File: src/sv/eng_pkg.sv
`default_nettype none
// ----------------------------------------------------------------------------
// eng_pkg: shared types and constants for the envelope noise gate
// Holds the payload structs, the configuration struct, the register index
// codes and the fixed-point helper functions.
// ----------------------------------------------------------------------------
package eng_pkg;

    localparam int SAMPLE_W = 16;
    localparam int COEF_W   = 17;
    localparam int CFG_W    = 17;
    localparam int IDX_W    = 2;

    // Q1.16 unity and Q0.16 one tenth
    localparam logic [COEF_W-1:0] COEF_ONE  = COEF_W'(65536);
    localparam logic [12:0]       TENTH_Q16 = 13'd6554;

    // envelope full scale, Q1.15 magnitude of -1.0
    localparam logic [SAMPLE_W-1:0] ENV_FULL = SAMPLE_W'(1) << (SAMPLE_W - 1);

    localparam logic [SAMPLE_W-1:0] THRESHOLD_RST = SAMPLE_W'(328);
    localparam logic [COEF_W-1:0]   ATTACK_RST    = COEF_W'(6554);
    localparam logic [COEF_W-1:0]   RELEASE_RST   = COEF_W'(655);

    typedef enum logic [IDX_W-1:0] {
        REG_THRESHOLD = 2'd0,
        REG_ATTACK    = 2'd1,
        REG_RELEASE   = 2'd2
    } eng_reg_t;

    typedef struct packed {
        logic signed [SAMPLE_W-1:0] sample_in;
        logic                       last_in;
    } eng_in_t;

    typedef struct packed {
        logic signed [SAMPLE_W-1:0] sample_out;
        logic                       gate_is_open;
        logic        [SAMPLE_W-1:0] envelope_level;
        logic                       last_out;
    } eng_out_t;

    typedef struct packed {
        logic [SAMPLE_W-1:0] open_level;
        logic [SAMPLE_W-1:0] close_level;
        logic [COEF_W-1:0]   attack;
        logic [COEF_W-1:0]   rel;
    } eng_cfg_t;

    // Close level: threshold * 6554 >> 16
    function automatic logic [SAMPLE_W-1:0] close_of(input logic [SAMPLE_W-1:0] thr);
        logic [SAMPLE_W+12:0] prod;
        prod = SAMPLE_W'(thr) * TENTH_Q16;
        return SAMPLE_W'(prod[SAMPLE_W+12:16]);
    endfunction

    // Limit a coefficient to unity
    function automatic logic [COEF_W-1:0] sat_coef(input logic [COEF_W-1:0] c);
        return (c > COEF_ONE) ? COEF_ONE : c;
    endfunction

endpackage
`default_nettype wire

File: src/sv/eng_env_core.sv
`default_nettype none
// ----------------------------------------------------------------------------
// eng_env_core: envelope follower and hysteresis gate decision
// Pulls the envelope toward the sample magnitude with one shared multiply,
// clamps it and decides the gate state for the updated envelope.
// ----------------------------------------------------------------------------
module eng_env_core
    import eng_pkg::*;
(
    input  wire logic signed [SAMPLE_W-1:0] sample,
    input  wire logic        [SAMPLE_W-1:0] env_cur,
    input  wire logic                       gate_cur,
    input  wire eng_cfg_t                   cfg,
    output logic             [SAMPLE_W-1:0] env_new,
    output logic                            gate_new
);

    logic [SAMPLE_W-1:0]        mag;
    logic                       rising;
    logic [SAMPLE_W-1:0]        diff;
    logic [COEF_W-1:0]          coef;
    logic [COEF_W+SAMPLE_W-1:0] prod;
    logic [COEF_W-1:0]          step;
    logic [COEF_W:0]            env_sum;
    logic [COEF_W:0]            env_calc;

    // Magnitude: the most negative sample maps to full scale
    assign mag = sample[SAMPLE_W-1] ? SAMPLE_W'(-sample) : SAMPLE_W'(sample);

    // Pick direction, coefficient and distance
    assign rising = (mag > env_cur);
    assign diff   = rising ? (mag - env_cur) : (env_cur - mag);
    assign coef   = rising ? cfg.attack : cfg.rel;
    assign prod   = coef * diff;
    assign step   = prod[COEF_W+SAMPLE_W-1:16];

    // Apply the step, floor at zero
    always_comb begin
        if (rising) begin
            env_sum = (COEF_W+1)'(env_cur) + (COEF_W+1)'(step);
        end else if ((COEF_W+1)'(step) > (COEF_W+1)'(env_cur)) begin
            env_sum = '0;
        end else begin
            env_sum = (COEF_W+1)'(env_cur) - (COEF_W+1)'(step);
        end
    end

    // Clamp to full scale
    assign env_calc = (env_sum > (COEF_W+1)'(ENV_FULL)) ? (COEF_W+1)'(ENV_FULL) : env_sum;
    assign env_new  = env_calc[SAMPLE_W-1:0];

    // Open above threshold, close below one tenth, hold in between
    always_comb begin
        if (env_new > cfg.open_level) begin
            gate_new = 1'b1;
        end else if (env_new < cfg.close_level) begin
            gate_new = 1'b0;
        end else begin
            gate_new = gate_cur;
        end
    end

endmodule
`default_nettype wire

File: src/sv/envelope_noise_gate.sv
`default_nettype none
// ----------------------------------------------------------------------------
// envelope_noise_gate: noise gate driven by an envelope follower
// Each request is one signed Q1.15 sample with a block-end mark; each
// produces one result with the gated sample, gate flag and envelope.
// ----------------------------------------------------------------------------
// Usage:
//   Input channel s_valid/s_ready/s_data carries one sample per request.
//   Result channel m_valid/m_ready/m_data returns exactly one result per
//   request, in order. The block-end mark is copied to last_out.
//   Configuration: cfg_we writes cfg_wdata into the register selected by
//   cfg_index (0 threshold, 1 attack, 2 release); other indexes are ignored.
//   Write only while no request is in flight.
// Timing:
//   A sample is accepted into one input register, then the envelope update
//   (one 17x16 multiply, add, clamp, threshold compare) feeds the result
//   register. Throughput is one sample per cycle while m_ready is high.
// Reset:
//   aresetn low clears the envelope to zero, closes the gate, empties both
//   stages and restores the default coefficients and threshold.
// Stall:
//   When m_ready is low the result holds; one more request is taken into
//   the input register, then s_ready drops until the result is taken.
// ----------------------------------------------------------------------------
module envelope_noise_gate
    import eng_pkg::*;
(
    input  wire logic             aclk,
    input  wire logic             aresetn,
    input  wire logic             s_valid,
    output logic                  s_ready,
    input  wire eng_in_t          s_data,
    output logic                  m_valid,
    input  wire logic             m_ready,
    output eng_out_t              m_data,
    input  wire logic             cfg_we,
    input  wire logic [IDX_W-1:0] cfg_index,
    input  wire logic [CFG_W-1:0] cfg_wdata
);

    eng_cfg_t            cfg_reg, cfg_next;
    logic                in_valid_reg, in_valid_next;
    eng_in_t             in_reg, in_next;
    logic                out_valid_reg, out_valid_next;
    eng_out_t            out_reg, out_next;
    logic [SAMPLE_W-1:0] env_reg, env_next;
    logic                gate_reg, gate_next;

    logic                advance;
    logic                fire;
    logic [SAMPLE_W-1:0] env_upd;
    logic                gate_upd;

    // Configuration write: precompute close level and saturate coefficients
    always_comb begin
        cfg_next = cfg_reg;
        if (cfg_we) begin
            case (cfg_index)
                REG_THRESHOLD: begin
                    cfg_next.open_level  = cfg_wdata[SAMPLE_W-1:0];
                    cfg_next.close_level = close_of(cfg_wdata[SAMPLE_W-1:0]);
                end
                REG_ATTACK: begin
                    cfg_next.attack = sat_coef(cfg_wdata[COEF_W-1:0]);
                end
                REG_RELEASE: begin
                    cfg_next.rel = sat_coef(cfg_wdata[COEF_W-1:0]);
                end
                default: begin
                    cfg_next = cfg_reg;
                end
            endcase
        end
    end

    // Handshake: advance when the result register is free or being drained
    assign advance = !out_valid_reg || m_ready;
    assign s_ready = !in_valid_reg || advance;
    assign fire    = in_valid_reg && advance;

    eng_env_core u_core (
        .sample   (in_reg.sample_in),
        .env_cur  (env_reg),
        .gate_cur (gate_reg),
        .cfg      (cfg_reg),
        .env_new  (env_upd),
        .gate_new (gate_upd)
    );

    // Input stage: take a request when there is room, drop it once used
    always_comb begin
        in_valid_next = in_valid_reg;
        in_next       = in_reg;
        if (s_ready) begin
            in_valid_next = s_valid;
            in_next       = s_data;
        end else if (fire) begin
            in_valid_next = 1'b0;
        end
    end

    // Result stage and state update
    always_comb begin
        out_valid_next = out_valid_reg;
        out_next       = out_reg;
        env_next       = env_reg;
        gate_next      = gate_reg;
        if (fire) begin
            out_valid_next         = 1'b1;
            out_next.sample_out    = gate_upd ? in_reg.sample_in : '0;
            out_next.gate_is_open  = gate_upd;
            out_next.envelope_level = env_upd;
            out_next.last_out      = in_reg.last_in;
            env_next               = env_upd;
            gate_next              = gate_upd;
        end else if (m_ready) begin
            out_valid_next = 1'b0;
        end
    end

    always_ff @(posedge aclk) begin
        if (!aresetn) begin
            cfg_reg.open_level  <= THRESHOLD_RST;
            cfg_reg.close_level <= close_of(THRESHOLD_RST);
            cfg_reg.attack      <= ATTACK_RST;
            cfg_reg.rel         <= RELEASE_RST;
            in_valid_reg        <= 1'b0;
            out_valid_reg       <= 1'b0;
            env_reg             <= '0;
            gate_reg            <= 1'b0;
        end else begin
            cfg_reg       <= cfg_next;
            in_valid_reg  <= in_valid_next;
            out_valid_reg <= out_valid_next;
            env_reg       <= env_next;
            gate_reg      <= gate_next;
        end
    end

    // Payload registers
    always_ff @(posedge aclk) begin
        in_reg  <= in_next;
        out_reg <= out_next;
    end

    assign m_valid = out_valid_reg;
    assign m_data  = out_reg;

`ifndef SYNTHESIS
    a_env_in_range: assert property (@(posedge aclk) disable iff (!aresetn)
        env_reg <= ENV_FULL)
        else $error("envelope above full scale");

    a_closed_is_silent: assert property (@(posedge aclk) disable iff (!aresetn)
        m_valid && !m_data.gate_is_open |-> m_data.sample_out == '0)
        else $error("closed gate passed a nonzero sample");

    a_result_matches_state: assert property (@(posedge aclk) disable iff (!aresetn)
        m_valid |-> (m_data.gate_is_open == gate_reg) && (m_data.envelope_level == env_reg))
        else $error("result does not match gate state");

    a_backpressure_full: assert property (@(posedge aclk) disable iff (!aresetn)
        !s_ready |-> in_valid_reg && out_valid_reg && !m_ready)
        else $error("input stalled with free room");
`endif

endmodule
`default_nettype wire

File: config.mk
export PLATFORM = sky130hd
export DESIGN_NAME = envelope_noise_gate
export DESIGN_NICKNAME = d
export VERILOG_FILES = /design/src/sv/eng_pkg.sv /design/src/sv/eng_env_core.sv /design/src/sv/envelope_noise_gate.sv
export SDC_FILE = /design/constraint.sdc
export NUM_CORES = 1
export LEC_CHECK = 0
export ABC_CLOCK_PERIOD_IN_PS = 15620
export BUFFER_PORTS_ARGS = -buffer_cell sky130_fd_sc_hd__buf_4
export CAP_MARGIN = 20
export CORE_AREA = 2 2 202 204
export CTS_BUF_LIST = sky130_fd_sc_hd__clkbuf_8
export CTS_CLUSTER_DIAMETER = 120
export DETAILED_ROUTE_END_ITERATION = 7
export DIE_AREA = 0 0 204 206
export GPL_ROUTABILITY_DRIVEN = 0
export GPL_TIMING_DRIVEN = 1
export PLACE_DENSITY = 0.84
export SLEW_MARGIN = 10
export SYNTH_ARGS = -nofsm -noshare
export SYNTH_HDL_FRONTEND = slang
export SYNTH_SLANG_ARGS = --single-unit
export TNS_END_PERCENT = 20
File: constraint.sdc
create_clock -name aclk -period 15.62 [get_ports aclk]
set_input_delay 3.124 -clock aclk [delete_from_list [all_inputs] [get_ports aclk]]
set_output_delay 3.124 -clock aclk [all_outputs]
set_load 0.01 [all_outputs]
==> reports/results.ini <==
[sta]
worstMarginPinSlew_ns=0.9009
tns_ns=-3.247
fin_crit_ns=15.84
final_max_slew_viol_count=0
post-route-worst-setup-slack_ns=-0.2165
fin_skew_ns=0.02401
fin_crit_sh_pct=101.4
finalHoldViolations=0
relSlewSlack_pct=39.51
setup_viol=17
max_freq_mhz=63.15

[grt]
antenna_found_initial=0
grt_max_degree=69
overflow=0
grt.total_usage_pct=29.56
first_global_vias=19276
grt_pass1_wl_microns=97660

[worst_setup_path]
cp-start-kind=flip-flop
path_common_cell=fa_1
r2r_end=m_data[19]
cp_max_fo=10
critical_path_class=reg -> reg
r2r-start=in_reg[3]
r2r_cells=64
cp.arrival_ns=16.04
cp_data_required_time_ns=15.83
critPathCapture=m_data[19]
crit_path_max_incr_delay_ns=0.59
cp_slowest_cell=fa_1
end_kind=flip-flop
critPathLaunch=in_reg[3]
rrSetupSlack_ns=-0.22

[logic_synthesis]
netlist.area_leader.share_pct=24.74
synth_commonest_cells=inv_1 (447), nand2_1 (333), ha_1 (305), fa_1 (269), nor2_1 (158)
yosysTopAreaCell=fa_1
synth_fp_nets=3149
ys_seq_area_share_pct=14.58
syn_area_per_cell_sq_um=8.589
yosysMostFrequentCell=inv_1
yosys_warnings=0
synthTopCellsByArea=fa_1 (25%), ha_1 (18%), inv_1 (7.7%)
ys_ff_latch=133
syn_inst=2534
synthFlopType=dfxtp_1
synth-edff-count=51
yosysUniqueCellTypes=93
ys_async_sr_fraction_pct=0
synthesis.area_sq_um=21760

[cts]
cts_buffer_depth=2
cts_root_buffer=clkbuf_8
cts_buffers=17
cts_tree=yes
clk_pin_slew_ns=0.09
cts_hold_buf=0
h-tree-depth=4
worstSkewPairLatency_ns=0.48
cts_sinks=133

[route]
vias=19395
vias_per_cell=6.111
drtPass1Iterations=8
drt_wl_total_microns=64640
final_antenna_net_count=0
detail_route.iter0.violations=2321
drc=10
wl_per_cell_microns=20.36

[die]
core_region_area_sq_um=40180
initial_core_util_pct=54.16
dieArea_sq_um=42020
std_cell_rows=74
die_h_microns=206
die_width_microns=204
io_pins=77

[run_status]
status=finished with violations
violations=design-rule violations, negative setup slack

[cells_and_area]
largest_reg_flops=63
syn_to_final_growth_pct=11.50
num_antenna_cells=0
drive_gt1_share_pct=11.85
finalNetCount=3244
fill_cells=3189

[hold_path]
hp-class=reg -> reg

[run]
maxCapViolCount=0

[placed_design]
hpwl_microns=48300
numPortBuffers=76

## cell families after synthesis
logic type	count (synthesis)	share of synthesized area [%]
AND/OR/NAND/NOR	763	16.10
adder cells (fa/ha/maj)	574	42.28
buffers and inverters	542	9.733
AO/OA/AOI/OAI	405	12.29
flip-flops	133	14.58
XOR/XNOR	85	3.455
multiplexers	32	1.569
## critical path, delay by kind of cell, from the launching register on
| family | cells | cell delay, ns |
|---|---|---|
| flip-flops | 1 | 0.49 |
| adder cells (fa/ha/maj) | 10 | 4.50 |
| AND/OR/NAND/NOR | 16 | 2.37 |
| XOR/XNOR | 2 | 0.30 |
| buffers and inverters | 10 | 1.40 |
| AO/OA/AOI/OAI | 26 | 6.48 |
## stage by stage
step / cells / hold slack (ns) / setup slack [ns] / instance area, sq um / utilization [%]
2_1_floorplan: 2534 / 0.4003 / 1.109 / 21760 / -
3_3_place_gp: 3102 / 0.4045 / -0.01149 / 22990 / 57.21
3_5_place_dp: 3102 / 0.4400 / -0.8408 / 22990 / 57.21
4_1_cts: 3137 / 0.4622 / 0.02476 / 23500 / 58.47
5_1_grt: 3174 / 0.4747 / -0.6577 / 24270 / 60.39
6_report: 3174 / 0.4620 / -0.2165 / 24270 / 60.39
## metal layers
layer | global-route usage, % | routed length, microns | vias to the layer above
li1 | - | - | 8444
met1 | 37.01 | 23450 | 9360
met2 | 49.08 | 30140 | 1235
met3 | 5.818 | 7085 | 356
met4 | 14.36 | 3964 | 0
met5 | 0 | 0 | -
## placed cells by master (no fill, tap or decap), types with 29 or more instances in the layout
cell type / n
inv_1: 447
nand2_1: 332
ha_1: 297
fa_1: 269
nor2_1: 156
buf_4: 154
a21oi_1: 138
dfxtp_1: 82
nand3_1: 64
xnor2_1: 62
o21ai_0: 54
edfxtp_1: 51
and2_1: 37
a21o_1: 31
nand2b_1: 30
nor3_1: 29
## area by class of cell
class	instances	area (sq um)	share of cell area, %
tap	532	665.6	2.743
timing repair buffer	167	1373	5.656
sequential	133	3173	13.08
clock inverter	15	161.4	0.6652
multi-input combinational	1861	16970	69.95
inverter	449	1685	6.945
clock buffer	17	234.0	0.9642
## repair_timing
item | 4_1_cts | 5_1_grt
setup buffers | 3 | 31
pin swaps | 2 | 24
cloned | 0 | 5
gates resized for setup | 17 | 88
endpoints found under the setup margin | 18 | 18
## worst min path at each step
| stage | startpoint | endpoint | slack (ns) | cells past startpoint |
|---|---|---|---|---|
| 3_5_place_dp | in_reg[0] | m_data[0] | 0.44 | 0 |
| 6_report | cfg_reg[42] | cfg_reg[42] | 0.46 | 2 |
| 3_3_place_gp | in_reg[0] | m_data[0] | 0.40 | 0 |
| 2_1_floorplan | in_reg[0] | m_data[0] | 0.40 | 0 |
| 4_1_cts | cfg_reg[63] | cfg_reg[63] | 0.46 | 2 |
| 5_1_grt | in_reg[0] | m_data[0] | 0.47 | 0 |
Power is left out: the tool's default activity adds up to more than one toggle a clock period on the data nets, which glitch-free logic cannot reach.
